### config.mk
export PLATFORM = sky130hd
export DESIGN_NAME = tilt_deviation_motor_drive_core
export DESIGN_NICKNAME = d
export VERILOG_FILES = /design/src/hw/rtl/tdmd_pkg.sv /design/src/hw/rtl/tdmd_window_mem.sv /design/src/hw/rtl/tdmd_divider.sv /design/src/hw/rtl/tilt_deviation_motor_drive_core.sv
export SDC_FILE = /design/constraint.sdc
export NUM_CORES = 2
export LEC_CHECK = 0
export BUFFER_PORTS_ARGS = -buffer_cell sky130_fd_sc_hd__buf_2
export CORE_MARGIN = 3
export CORE_UTILIZATION = 41
export CTS_BUF_LIST = sky130_fd_sc_hd__clkbuf_16
export CTS_CLUSTER_SIZE = 24
export DETAILED_ROUTE_END_ITERATION = 16
export PLACE_DENSITY = 0.66
export SYNTH_ARGS = -nofsm -noshare
export SYNTH_HDL_FRONTEND = slang
export SYNTH_SLANG_ARGS = --single-unit
### constraint.sdc
create_clock -name clk -period 19.9 [get_ports clk]
set_input_delay 1.99 -clock clk [delete_from_list [all_inputs] [get_ports clk]]
set_output_delay 1.99 -clock clk [all_outputs]
set_load 0.1 [all_outputs]
### src/hw/rtl/tdmd_pkg.sv
// ----------------------------------------------------------------------------
// tdmd_pkg
// Shared types and constants for the tilt deviation motor drive.
// ----------------------------------------------------------------------------
`default_nettype none

package tdmd_pkg;

    // Default structural parameters
    localparam int WINDOW_LEN_DEF  = 20;
    localparam int SAMPLE_BITS_DEF = 16;

    // Q.16 fixed point
    localparam int FRAC_BITS  = 16;
    localparam int READING_W  = 17;              // 0 .. 65536
    localparam int DUTY_W     = 17;
    localparam int DEV_W      = 18;              // signed
    localparam int MEAN_W     = 17;
    localparam int DIR_W      = 2;
    localparam int GAIN_W     = 8;
    localparam int BAND_W     = 17;
    localparam int WARMUP_W   = 4;
    localparam int PROD_W     = GAIN_W + READING_W;
    localparam logic [DUTY_W-1:0] FULL_SCALE = 17'd65536;

    // Result transaction layout
    localparam int OUT_FIELDS_W = DIR_W + DUTY_W + DEV_W + MEAN_W;
    localparam int OUT_TDATA_W  = ((OUT_FIELDS_W + 7) / 8) * 8;

    // Configuration port
    localparam int CFG_INDEX_W = 2;
    localparam int CFG_DATA_W  = 17;
    localparam logic [CFG_INDEX_W-1:0] CFG_DEAD_BAND = 2'd0;
    localparam logic [CFG_INDEX_W-1:0] CFG_GAIN      = 2'd1;
    localparam logic [CFG_INDEX_W-1:0] CFG_WARMUP    = 2'd2;

    localparam logic [BAND_W-1:0]   RST_DEAD_BAND = 17'd8520;
    localparam logic [GAIN_W-1:0]   RST_GAIN      = 8'd40;
    localparam logic [WARMUP_W-1:0] RST_WARMUP    = 4'd3;

    // Divider: quotient bits, bits retired per step
    localparam int QUOT_W     = 18;
    localparam int RADIX_BITS = 2;
    localparam int DIV_STEPS  = QUOT_W / RADIX_BITS;
    localparam int DIV_CNT_W  = $clog2(DIV_STEPS);

    typedef enum logic [DIR_W-1:0] {
        DIR_CW     = 2'd0,
        DIR_CCW    = 2'd1,
        DIR_STEADY = 2'd2
    } dir_t;

    typedef enum logic [2:0] {
        ST_IDLE,
        ST_PREP,
        ST_NORM,
        ST_UPD,
        ST_MEAN,
        ST_DEV,
        ST_EMIT
    } state_t;

    typedef struct packed {
        logic              done;
        logic [QUOT_W-1:0] quotient;
    } div_result_t;

endpackage

`default_nettype wire

### src/hw/rtl/tdmd_window_mem.sv
// ----------------------------------------------------------------------------
// tdmd_window_mem
// Window storage: synchronous RAM with separate read and write ports, registered
// read, per-entry valid bits so that entries not written since reset read as zero.
// ----------------------------------------------------------------------------
`default_nettype none

module tdmd_window_mem #(
    parameter int DEPTH  = tdmd_pkg::WINDOW_LEN_DEF,
    parameter int ADDR_W = $clog2(tdmd_pkg::WINDOW_LEN_DEF)
) (
    input  logic                           clk,
    input  logic                           rst_n,
    input  logic                           rd_en,
    input  logic [ADDR_W-1:0]              rd_addr,
    output logic [tdmd_pkg::READING_W-1:0] rd_data,
    input  logic                           wr_en,
    input  logic [ADDR_W-1:0]              wr_addr,
    input  logic [tdmd_pkg::READING_W-1:0] wr_data
);

    logic [tdmd_pkg::READING_W-1:0] mem [DEPTH];
    logic [DEPTH-1:0]               valid_reg;
    logic [tdmd_pkg::READING_W-1:0] q_reg;
    logic                           q_valid_reg;

    always_ff @(posedge clk)
    begin
        if (wr_en)
        begin
            mem[wr_addr] <= wr_data;
        end
        if (rd_en)
        begin
            q_reg <= mem[rd_addr];
        end
    end

    always_ff @(posedge clk or negedge rst_n)
    begin
        if (!rst_n)
        begin
            valid_reg   <= '0;
            q_valid_reg <= 1'b0;
        end
        else
        begin
            if (wr_en)
            begin
                valid_reg[wr_addr] <= 1'b1;
            end
            if (rd_en)
            begin
                q_valid_reg <= valid_reg[rd_addr];
            end
        end
    end

    assign rd_data = q_valid_reg ? q_reg : '0;

endmodule

`default_nettype wire

### src/hw/rtl/tdmd_divider.sv
// ----------------------------------------------------------------------------
// tdmd_divider
// Restoring divider, two quotient bits per cycle. Quotient must be
// known to fit QUOT_W bits (dividend < divisor << QUOT_W).
// ----------------------------------------------------------------------------
`default_nettype none

module tdmd_divider #(
    parameter int DIV_W = tdmd_pkg::SAMPLE_BITS_DEF
) (
    input  logic                                 clk,
    input  logic                                 rst_n,
    input  logic                                 start,
    input  logic [DIV_W+tdmd_pkg::QUOT_W-1:0]    dividend,
    input  logic [DIV_W-1:0]                     divisor,
    output tdmd_pkg::div_result_t                result
);

    localparam int QW = tdmd_pkg::QUOT_W;
    localparam logic [tdmd_pkg::DIV_CNT_W-1:0] LAST_STEP =
        tdmd_pkg::DIV_CNT_W'(tdmd_pkg::DIV_STEPS - 1);

    logic                           busy_reg, busy_next;
    logic                           done_reg, done_next;
    logic [tdmd_pkg::DIV_CNT_W-1:0] cnt_reg, cnt_next;
    logic [DIV_W-1:0]               rem_reg, rem_next;
    logic [QW-1:0]                  qr_reg, qr_next;
    logic [DIV_W-1:0]               dsr_reg, dsr_next;

    logic [DIV_W:0]                 trial;
    logic [DIV_W-1:0]               rem_step;
    logic [QW-1:0]                  qr_step;

    // One step: RADIX_BITS shift/compare/subtract iterations
    always_comb
    begin
        trial    = '0;
        rem_step = rem_reg;
        qr_step  = qr_reg;
        for (int i = 0; i < tdmd_pkg::RADIX_BITS; i++)
        begin
            trial   = {rem_step, qr_step[QW-1]};
            qr_step = {qr_step[QW-2:0], 1'b0};
            if (trial >= {1'b0, dsr_reg})
            begin
                trial      = trial - {1'b0, dsr_reg};
                qr_step[0] = 1'b1;
            end
            rem_step = trial[DIV_W-1:0];
        end
    end

    always_comb
    begin
        busy_next = busy_reg;
        done_next = 1'b0;
        cnt_next  = cnt_reg;
        rem_next  = rem_reg;
        qr_next   = qr_reg;
        dsr_next  = dsr_reg;
        if (start)
        begin
            busy_next = 1'b1;
            cnt_next  = '0;
            rem_next  = dividend[DIV_W+QW-1:QW];
            qr_next   = dividend[QW-1:0];
            dsr_next  = divisor;
        end
        else if (busy_reg)
        begin
            rem_next = rem_step;
            qr_next  = qr_step;
            cnt_next = cnt_reg + 1'b1;
            if (cnt_reg == LAST_STEP)
            begin
                busy_next = 1'b0;
                done_next = 1'b1;
            end
        end
    end

    always_ff @(posedge clk or negedge rst_n)
    begin
        if (!rst_n)
        begin
            busy_reg <= 1'b0;
            done_reg <= 1'b0;
            cnt_reg  <= '0;
        end
        else
        begin
            busy_reg <= busy_next;
            done_reg <= done_next;
            cnt_reg  <= cnt_next;
        end
    end

    always_ff @(posedge clk)
    begin
        rem_reg <= rem_next;
        qr_reg  <= qr_next;
        dsr_reg <= dsr_next;
    end

    assign result = {done_reg, qr_reg};

endmodule

`default_nettype wire

### src/hw/rtl/tilt_deviation_motor_drive_core.sv
// ----------------------------------------------------------------------------
// tilt_deviation_motor_drive_core
// Proportional motor drive over a moving average of normalized gyro samples.
// ----------------------------------------------------------------------------
// Usage:
//  - s_* stream: one signed gyro sample per transaction (s_tdata, low bits).
//  - m_* stream: one drive command per transaction once warmed up:
//    direction (0 cw, 1 ccw, 2 steady), duty, deviation, window_mean (Q.16).
//  - cfg_*: register writes (0 dead_band, 1 gain, 2 warmup_samples); always
//    ready, other indexes are dropped. Write only while the core is idle.
//  - One sample in flight at a time: the next sample is taken only after
//    the result of the last one loads into the output register. Most of the
//    time is spent in one pass through the radix-4 divider (9 steps) that
//    normalizes the sample into the min/max range; the window mean is a
//    reciprocal multiply, registered in its own state. With a zero range
//    the divider is skipped. Warm-up samples are taken straight from idle
//    and give no result.
//  - Window of WINDOW_LEN readings lives in a RAM with valid bits, so reset
//    is immediate (no clearing pass); reset also restores registers to
//    their defaults, resets min/max and clears the warm-up count.
//  - Results sit in an output register; if m_tready is low a new sample is
//    still accepted and processed, and the core waits at the end of that
//    sample until the previous result has been taken.
// ----------------------------------------------------------------------------
`default_nettype none

module tilt_deviation_motor_drive_core #(
    parameter int WINDOW_LEN  = tdmd_pkg::WINDOW_LEN_DEF,
    parameter int SAMPLE_BITS = tdmd_pkg::SAMPLE_BITS_DEF
) (
    input  logic                              clk,
    input  logic                              rst_n,
    // input samples
    input  logic                              s_tvalid,
    output logic                              s_tready,
    input  logic [((SAMPLE_BITS+7)/8)*8-1:0]  s_tdata,   // [SAMPLE_BITS-1:0] sample
    // drive commands
    output logic                              m_tvalid,
    input  logic                              m_tready,
    // [1:0] direction, [18:2] duty, [36:19] deviation, [53:37] window_mean
    output logic [tdmd_pkg::OUT_TDATA_W-1:0]  m_tdata,
    // configuration writes
    input  logic                              cfg_valid,
    output logic                              cfg_ready,
    input  logic [tdmd_pkg::CFG_INDEX_W-1:0]  cfg_index,
    input  logic [tdmd_pkg::CFG_DATA_W-1:0]   cfg_data
);

    localparam int SB      = SAMPLE_BITS;
    localparam int SLOT_W  = $clog2(WINDOW_LEN);
    localparam int DIV_W   = SB;
    localparam int DVD_W   = DIV_W + tdmd_pkg::QUOT_W;
    localparam int TOTAL_W = tdmd_pkg::READING_W + SLOT_W;
    localparam int FB      = tdmd_pkg::FRAC_BITS;
    localparam int RW      = tdmd_pkg::READING_W;
    localparam int DW      = tdmd_pkg::DEV_W;
    localparam logic [SLOT_W-1:0] SLOT_LAST = SLOT_W'(WINDOW_LEN - 1);

    // Mean by reciprocal: ceil(2^RECIP_SH / WINDOW_LEN), exact for any total
    localparam int     RECIP_SH = TOTAL_W + SLOT_W;
    localparam int     RECIP_W  = TOTAL_W + 1;
    localparam int     MPROD_W  = TOTAL_W + RECIP_W;
    localparam longint RECIP_L  = ((longint'(1) << RECIP_SH) + longint'(WINDOW_LEN) - 1)
                                / longint'(WINDOW_LEN);
    localparam logic [RECIP_W-1:0] RECIP = RECIP_W'(RECIP_L);

    // ------------------------------------------------------------------
    // Registers
    // ------------------------------------------------------------------
    tdmd_pkg::state_t                  state_reg, state_next;
    logic [tdmd_pkg::BAND_W-1:0]       dead_band_reg, dead_band_next;
    logic [tdmd_pkg::GAIN_W-1:0]       gain_reg, gain_next;
    logic [tdmd_pkg::WARMUP_W-1:0]     warmup_samples_reg, warmup_samples_next;
    logic [tdmd_pkg::WARMUP_W-1:0]     warmup_count_reg, warmup_count_next;
    logic signed [SB-1:0]              peak_high_reg, peak_high_next;
    logic signed [SB-1:0]              peak_low_reg, peak_low_next;
    logic [SLOT_W-1:0]                 slot_reg, slot_next;
    logic [TOTAL_W-1:0]                total_reg, total_next;
    logic                              out_valid_reg, out_valid_next;

    // payload, no reset
    logic signed [SB-1:0]              sample_reg, sample_next;
    logic [RW-1:0]                     reading_reg, reading_next;
    logic [tdmd_pkg::MEAN_W-1:0]       mean_reg, mean_next;
    logic signed [DW-1:0]              dev_reg, dev_next;
    logic [tdmd_pkg::DIR_W-1:0]        out_dir_reg, out_dir_next;
    logic [tdmd_pkg::DUTY_W-1:0]       out_duty_reg, out_duty_next;
    logic [DW-1:0]                     out_dev_reg, out_dev_next;
    logic [tdmd_pkg::MEAN_W-1:0]       out_mean_reg, out_mean_next;

    // ------------------------------------------------------------------
    // Datapath wires
    // ------------------------------------------------------------------
    logic signed [SB-1:0]              s_sample;
    logic signed [SB:0]                span_s, off_s;
    logic                              mem_rd_en, mem_wr_en;
    logic [RW-1:0]                     mem_rd_data;
    logic                              div_start;
    logic [DVD_W-1:0]                  div_dividend;
    logic [DIV_W-1:0]                  div_divisor;
    tdmd_pkg::div_result_t             div_res;
    logic [MPROD_W-1:0]                mean_prod;
    logic [RW-1:0]                     dev_mag;
    logic [tdmd_pkg::PROD_W-1:0]       duty_prod;
    logic [tdmd_pkg::DUTY_W-1:0]       duty_sat;
    logic signed [DW-1:0]              band_pos, band_neg;
    tdmd_pkg::dir_t                    dir_sel;
    logic                              out_load;

    assign s_sample  = s_tdata[SB-1:0];
    assign span_s    = {peak_high_reg[SB-1], peak_high_reg}
                     - {peak_low_reg[SB-1], peak_low_reg};
    assign off_s     = {sample_reg[SB-1], sample_reg}
                     - {peak_low_reg[SB-1], peak_low_reg};

    // Window mean from the registered running sum
    assign mean_prod = MPROD_W'(total_reg) * MPROD_W'(RECIP);

    // Drive decision from the registered deviation
    assign band_pos  = $signed({1'b0, dead_band_reg});
    assign band_neg  = -band_pos;
    assign dev_mag   = dev_reg[DW-1] ? RW'(-dev_reg) : dev_reg[RW-1:0];
    assign duty_prod = tdmd_pkg::PROD_W'(gain_reg) * tdmd_pkg::PROD_W'(dev_mag);
    assign duty_sat  = (duty_prod > tdmd_pkg::PROD_W'(tdmd_pkg::FULL_SCALE))
                     ? tdmd_pkg::FULL_SCALE : duty_prod[tdmd_pkg::DUTY_W-1:0];

    always_comb
    begin
        priority if (dev_reg > band_pos)
        begin
            dir_sel = tdmd_pkg::DIR_CW;
        end
        else if (dev_reg < band_neg)
        begin
            dir_sel = tdmd_pkg::DIR_CCW;
        end
        else
        begin
            dir_sel = tdmd_pkg::DIR_STEADY;
        end
    end

    // ------------------------------------------------------------------
    // Submodules
    // ------------------------------------------------------------------
    tdmd_window_mem #(
        .DEPTH  (WINDOW_LEN),
        .ADDR_W (SLOT_W)
    ) u_window (
        .clk     (clk),
        .rst_n   (rst_n),
        .rd_en   (mem_rd_en),
        .rd_addr (slot_reg),
        .rd_data (mem_rd_data),
        .wr_en   (mem_wr_en),
        .wr_addr (slot_reg),
        .wr_data (reading_reg)
    );

    tdmd_divider #(
        .DIV_W (DIV_W)
    ) u_div (
        .clk      (clk),
        .rst_n    (rst_n),
        .start    (div_start),
        .dividend (div_dividend),
        .divisor  (div_divisor),
        .result   (div_res)
    );

    // ------------------------------------------------------------------
    // Sequencer: next state and datapath updates
    // ------------------------------------------------------------------
    always_comb
    begin
        state_next          = state_reg;
        dead_band_next      = dead_band_reg;
        gain_next           = gain_reg;
        warmup_samples_next = warmup_samples_reg;
        warmup_count_next   = warmup_count_reg;
        peak_high_next      = peak_high_reg;
        peak_low_next       = peak_low_reg;
        slot_next           = slot_reg;
        total_next          = total_reg;
        sample_next         = sample_reg;
        reading_next        = reading_reg;
        mean_next           = mean_reg;
        dev_next            = dev_reg;
        out_dir_next        = out_dir_reg;
        out_duty_next       = out_duty_reg;
        out_dev_next        = out_dev_reg;
        out_mean_next       = out_mean_reg;
        mem_rd_en           = 1'b0;
        mem_wr_en           = 1'b0;
        div_start           = 1'b0;
        div_dividend        = '0;
        div_divisor         = '0;
        out_load            = 1'b0;

        // config writes (the user must issue them only while idle; the core does not enforce this)
        if (cfg_valid)
        begin
            if (cfg_index == tdmd_pkg::CFG_DEAD_BAND)
            begin
                dead_band_next = cfg_data[tdmd_pkg::BAND_W-1:0];
            end
            else if (cfg_index == tdmd_pkg::CFG_GAIN)
            begin
                gain_next = cfg_data[tdmd_pkg::GAIN_W-1:0];
            end
            else if (cfg_index == tdmd_pkg::CFG_WARMUP)
            begin
                warmup_samples_next = cfg_data[tdmd_pkg::WARMUP_W-1:0];
            end
        end

        unique case (state_reg)
            tdmd_pkg::ST_IDLE:
            begin
                if (s_tvalid)
                begin
                    sample_next = s_sample;
                    if (s_sample > peak_high_reg)
                    begin
                        peak_high_next = s_sample;
                    end
                    if (s_sample < peak_low_reg)
                    begin
                        peak_low_next = s_sample;
                    end
                    if (warmup_count_reg < warmup_samples_reg)
                    begin
                        warmup_count_next = warmup_count_reg + 1'b1;
                    end
                    else
                    begin
                        state_next = tdmd_pkg::ST_PREP;
                    end
                end
            end

            tdmd_pkg::ST_PREP:
            begin
                // fetch the entry about to be replaced
                mem_rd_en = 1'b1;
                if (span_s > 0)
                begin
                    div_start    = 1'b1;
                    div_dividend = DVD_W'({off_s[SB-1:0], FB'(0)});
                    div_divisor  = DIV_W'(span_s[SB-1:0]);
                    state_next   = tdmd_pkg::ST_NORM;
                end
                else
                begin
                    reading_next = '0;
                    state_next   = tdmd_pkg::ST_UPD;
                end
            end

            tdmd_pkg::ST_NORM:
            begin
                if (div_res.done)
                begin
                    reading_next = div_res.quotient[RW-1:0];
                    state_next   = tdmd_pkg::ST_UPD;
                end
            end

            tdmd_pkg::ST_UPD:
            begin
                // read-modify-write of the window slot and running sum
                total_next   = total_reg - TOTAL_W'(mem_rd_data) + TOTAL_W'(reading_reg);
                mem_wr_en    = 1'b1;
                slot_next    = (slot_reg == SLOT_LAST) ? '0 : slot_reg + 1'b1;
                state_next   = tdmd_pkg::ST_MEAN;
            end

            tdmd_pkg::ST_MEAN:
            begin
                // floor(total / WINDOW_LEN)
                mean_next  = mean_prod[RECIP_SH +: tdmd_pkg::MEAN_W];
                state_next = tdmd_pkg::ST_DEV;
            end

            tdmd_pkg::ST_DEV:
            begin
                dev_next   = $signed({1'b0, reading_reg}) - $signed({1'b0, mean_reg});
                state_next = tdmd_pkg::ST_EMIT;
            end

            tdmd_pkg::ST_EMIT:
            begin
                if (!out_valid_reg || m_tready)
                begin
                    out_load      = 1'b1;
                    out_dir_next  = dir_sel;
                    out_duty_next = (dir_sel == tdmd_pkg::DIR_STEADY) ? '0 : duty_sat;
                    out_dev_next  = dev_reg;
                    out_mean_next = mean_reg;
                    state_next    = tdmd_pkg::ST_IDLE;
                end
            end

            default:
            begin
                state_next = tdmd_pkg::ST_IDLE;
            end
        endcase

        // output register
        if (out_load)
        begin
            out_valid_next = 1'b1;
        end
        else if (m_tready)
        begin
            out_valid_next = 1'b0;
        end
        else
        begin
            out_valid_next = out_valid_reg;
        end
    end

    always_ff @(posedge clk or negedge rst_n)
    begin
        if (!rst_n)
        begin
            state_reg          <= tdmd_pkg::ST_IDLE;
            dead_band_reg      <= tdmd_pkg::RST_DEAD_BAND;
            gain_reg           <= tdmd_pkg::RST_GAIN;
            warmup_samples_reg <= tdmd_pkg::RST_WARMUP;
            warmup_count_reg   <= '0;
            peak_high_reg      <= {1'b1, {(SB-1){1'b0}}};
            peak_low_reg       <= {1'b0, {(SB-1){1'b1}}};
            slot_reg           <= '0;
            total_reg          <= '0;
            out_valid_reg      <= 1'b0;
        end
        else
        begin
            state_reg          <= state_next;
            dead_band_reg      <= dead_band_next;
            gain_reg           <= gain_next;
            warmup_samples_reg <= warmup_samples_next;
            warmup_count_reg   <= warmup_count_next;
            peak_high_reg      <= peak_high_next;
            peak_low_reg       <= peak_low_next;
            slot_reg           <= slot_next;
            total_reg          <= total_next;
            out_valid_reg      <= out_valid_next;
        end
    end

    always_ff @(posedge clk)
    begin
        sample_reg   <= sample_next;
        reading_reg  <= reading_next;
        mean_reg     <= mean_next;
        dev_reg      <= dev_next;
        out_dir_reg  <= out_dir_next;
        out_duty_reg <= out_duty_next;
        out_dev_reg  <= out_dev_next;
        out_mean_reg <= out_mean_next;
    end

    // ------------------------------------------------------------------
    // Ports
    // ------------------------------------------------------------------
    assign s_tready  = (state_reg == tdmd_pkg::ST_IDLE);
    assign cfg_ready = 1'b1;
    assign m_tvalid  = out_valid_reg;
    assign m_tdata   = tdmd_pkg::OUT_TDATA_W'({out_mean_reg, out_dev_reg,
                                               out_duty_reg, out_dir_reg});

endmodule

`default_nettype wire

==> flow_metrics.env <==
export IMPL_drtIter0Drc=1915
export IMPL_fmax_mhz=125
export IMPL_start_util_pct=41.4
export IMPL_tns_ns=0
export IMPL_maxCapViolations=0
export IMPL_async_reset_ff_share_pct=18.9
export IMPL_synth_warnings=0
export IMPL_crit_path_end_kind="flop"
export IMPL_final_max_slew_viol_count=0
export IMPL_cp_slowest_cell="xor2_1"
export IMPL_area_growth_syn_to_layout_pct=10.5
export IMPL_final_nets=4459
export IMPL_grt_overflow_total=0
export IMPL_cp_depth=25
export IMPL_synth_edf_count=529
export IMPL_max_stage_delay_ns=0.57
export IMPL_maxSlewHeadroom_pct=20.3
export IMPL_die_h_um=333
export IMPL_largest_reg_flops=340
export IMPL_cts_buffers=73
export IMPL_cp_common_cell="fa_1"
export IMPL_path_delay_family="adder cells"
export IMPL_clkTransAtPathRegs_ns=0.06
export IMPL_setup_violations=0
export IMPL_clockBufferDepth=3
export IMPL_grt_use_total_pct=18.4
export IMPL_ios=99
export IMPL_whs_path_depth=0
export IMPL_path_buf_inv=3
export IMPL_diodes=0
export IMPL_grt_pass1_wl_mm=160
export IMPL_cts_tree="done"
export IMPL_cts_hold_buf=0
export IMPL_syn_mean_instance_area_um2=12.0
export IMPL_ff2ff_path_depth=25
export IMPL_status="finished clean"
export IMPL_holdWs_ns=0.447
export IMPL_vias=27700
export IMPL_rsz0062_at_grt="false"
export IMPL_clock_latency_ns=0.65
export IMPL_dieWidth_um=333
export IMPL_syn_inst=3647
export IMPL_ys_seq_area_share_pct=43.4
export IMPL_ys_flop_type="edfxtp_1"
export IMPL_drc_errors=0
export IMPL_critPathArrivalTime_ns=8.44
export IMPL_die_area_um2=111000
export IMPL_worstMarginPinSlew_ns=1.20
export IMPL_antenna_found_initial=0
export IMPL_r2r_end="out_duty_reg[7]$_SDFFCE_PP0P_"
export IMPL_numClockSinks=652
export IMPL_wl_mm=101
export IMPL_post_cts_buffers=0
export IMPL_min_period_ns=8.00
export IMPL_gp_congestion=0.883
export IMPL_viasPerCell=5.31
export IMPL_crit_end="out_duty_reg[7]$_SDFFCE_PP0P_"
export IMPL_firstDrtPassIters=5
export IMPL_cts_resized=0
export IMPL_antenna_left=0
export IMPL_drive_above_1_share_pct=11.9
export IMPL_core_area_um2=106000
export IMPL_finalCritPeriodShare_pct=40.2
export IMPL_crit_fanout=13
export IMPL_r2r_start="dev_reg[0]$_DFFE_PN_"
export IMPL_yosysUniqueCellTypes=77
export IMPL_hp_class="reg -> reg"
export IMPL_io_buffers=95
export IMPL_num_fill_cells=9613
export IMPL_skew_ns=0.0477
export IMPL_startpoint="dev_reg[0]$_DFFE_PN_"
export IMPL_root_buffer="clkbuf_16"
export IMPL_startpoint_type="flop"
export IMPL_grt_pass1_vias=28300
export IMPL_syn_cell_area_um2=43700
export IMPL_htree_levels=3
export IMPL_num_rows=119
export IMPL_grt_max_degree=72
export IMPL_crit_type="reg -> reg"
export IMPL_dp_hpwl_mm=74.5
export IMPL_critPathRequiredTime_ns=20.34
export IMPL_post_drt_wl_per_cell_um=19.4
export IMPL_final_hold_viol_count=0
export IMPL_synth_seq_cells=652
export IMPL_r2r_slack_ns=11.90
-- cell usage after synthesis, drive strengths merged, types with 12 or more instances --
master	n	area (um^2)
a211oi	25	203
a21o	69	518
a21oi	110	558
a22oi	17	128
a31oi	14	87.6
and2	111	694
and3	15	93.8
buf	24	143
clkbuf	64	240
dfrtp	99	2480
dfstp	24	631
edfxtp	529	15900
fa	254	5080
ha	397	4970
inv	523	1960
mux2	46	518
mux2i	52	521
mux4	91	2050
nand2	225	845
nand2b	39	244
nand3	51	255
nand4	28	175
nor2	126	473
nor2b	102	638
nor3	59	295
nor4	12	75.1
nor4b	18	164
o211ai	27	203
o21a	30	225
o21ai	143	716
o31ai	16	120
or2	35	219
xnor2	91	797
xor2	46	403
-- final cells by class --
type | count | area, um^2 | share of cell area [%]
tap | 1391 | 1740 | 3.60
clock inverter | 62 | 582 | 1.20
timing repair buffer | 133 | 767 | 1.59
inverter | 523 | 1960 | 4.06
clock buffer | 73 | 1830 | 3.78
multi-input combinational | 2385 | 22400 | 46.4
sequential | 652 | 19000 | 39.3
-- per-stage QoR --
| stage | instances | instance area, um^2 | utilization [%] | setup slack, ns |
|---|---|---|---|---|
| after detailed placement | 5084 | 45900 | 43.5 | 11.92 |
| after CTS | 5219 | 48300 | 45.7 | 11.88 |
| after global routing | 5219 | 48300 | 45.7 | 11.20 |
| after global placement | 5084 | 45900 | 43.5 | 11.99 |
| after floorplan | 3648 | 43700 | - | 13.00 |
| final | 5219 | 48300 | 45.7 | 11.90 |
-- cell usage in the layout (no fill, tap or decap), types with 52 or more instances in the layout --
master / Yosys / routed
nor3_1: 59 / 57
xnor2_1: 91 / 91
clkbuf_16: 0 / 73
edfxtp_1: 529 / 529
inv_1: 523 / 539
mux2i_1: 52 / 52
fa_1: 254 / 254
nor2_1: 126 / 125
buf_2: 3 / 94
o21ai_0: 142 / 141
mux4_2: 91 / 91
dfrtp_1: 99 / 97
nor2b_1: 102 / 102
ha_1: 397 / 397
and2_1: 111 / 111
a21oi_1: 108 / 108
a21o_1: 69 / 69
nand2_1: 225 / 225
-- worst min-delay path by stage --
| stage | slack (ns) | startpoint | end |
|---|---|---|---|
| 6_report | 0.45 | mean_reg[3]$_DFFE_PP_ | out_mean_reg[3]$_DFFE_PP_ |
| 5_1_grt | 0.46 | mean_reg[4]$_DFFE_PP_ | out_mean_reg[4]$_DFFE_PP_ |
| 2_1_floorplan | 0.43 | mean_reg[10]$_DFFE_PP_ | out_mean_reg[10]$_DFFE_PP_ |
| 3_5_place_dp | 0.43 | mean_reg[16]$_DFFE_PP_ | out_mean_reg[16]$_DFFE_PP_ |
| 4_1_cts | 0.45 | mean_reg[3]$_DFFE_PP_ | out_mean_reg[3]$_DFFE_PP_ |
| 3_3_place_gp | 0.43 | mean_reg[6]$_DFFE_PP_ | out_mean_reg[6]$_DFFE_PP_ |
-- metal layers --
| metal | track usage, % | vias to the layer above | part of all wire (%) | wire length [um] |
|---|---|---|---|---|
| met2 | 30.8 | 665 | 48 | 48900 |
| met5 | 0 | - | 0 | 0 |
| li1 | - | 13100 | - | - |
| met1 | 25.0 | 13800 | 44 | 44600 |
| met3 | 2.96 | 135 | 5.1 | 5170 |
| met4 | 4.78 | 0 | 2.6 | 2610 |
-- cells by family after synthesis --
logic type	Yosys count	synth area share [%]
AOI/OAI and AO/OA	535	7.97
buffers and inverters	611	5.37
muxes	189	7.06
other	2	0.0172
xor gates and xnor gates	137	2.74
adders and majority gates	651	23.0
DFF	652	43.4
and+or+nand+nor	870	10.4
-- worst reg2reg max path, stage by stage, from the launching register on --
cell and delay, ns:
edfxtp_1 0.53, inv_1 0.15, ha_1 0.18, nand2b_1 0.08
or4_1 0.46, nor2_1 0.11, nand2_1 0.12, o31ai_1 0.28
xor2_1 0.57, nor2b_1 0.13, fa_1 0.48, fa_1 0.55
fa_1 0.55, inv_1 0.05, fa_1 0.52, inv_1 0.04
ha_1 0.39, a21o_1 0.20, a21o_1 0.19, a211oi_1 0.22
a31oi_1 0.16, a31o_2 0.31, xor2_1 0.14, nor4_1 0.46
nand4_1 0.54, a211oi_1 0.40
Power is left out: the tool's default activity adds up to more than one toggle a clock period on the data nets, which glitch-free logic cannot reach.
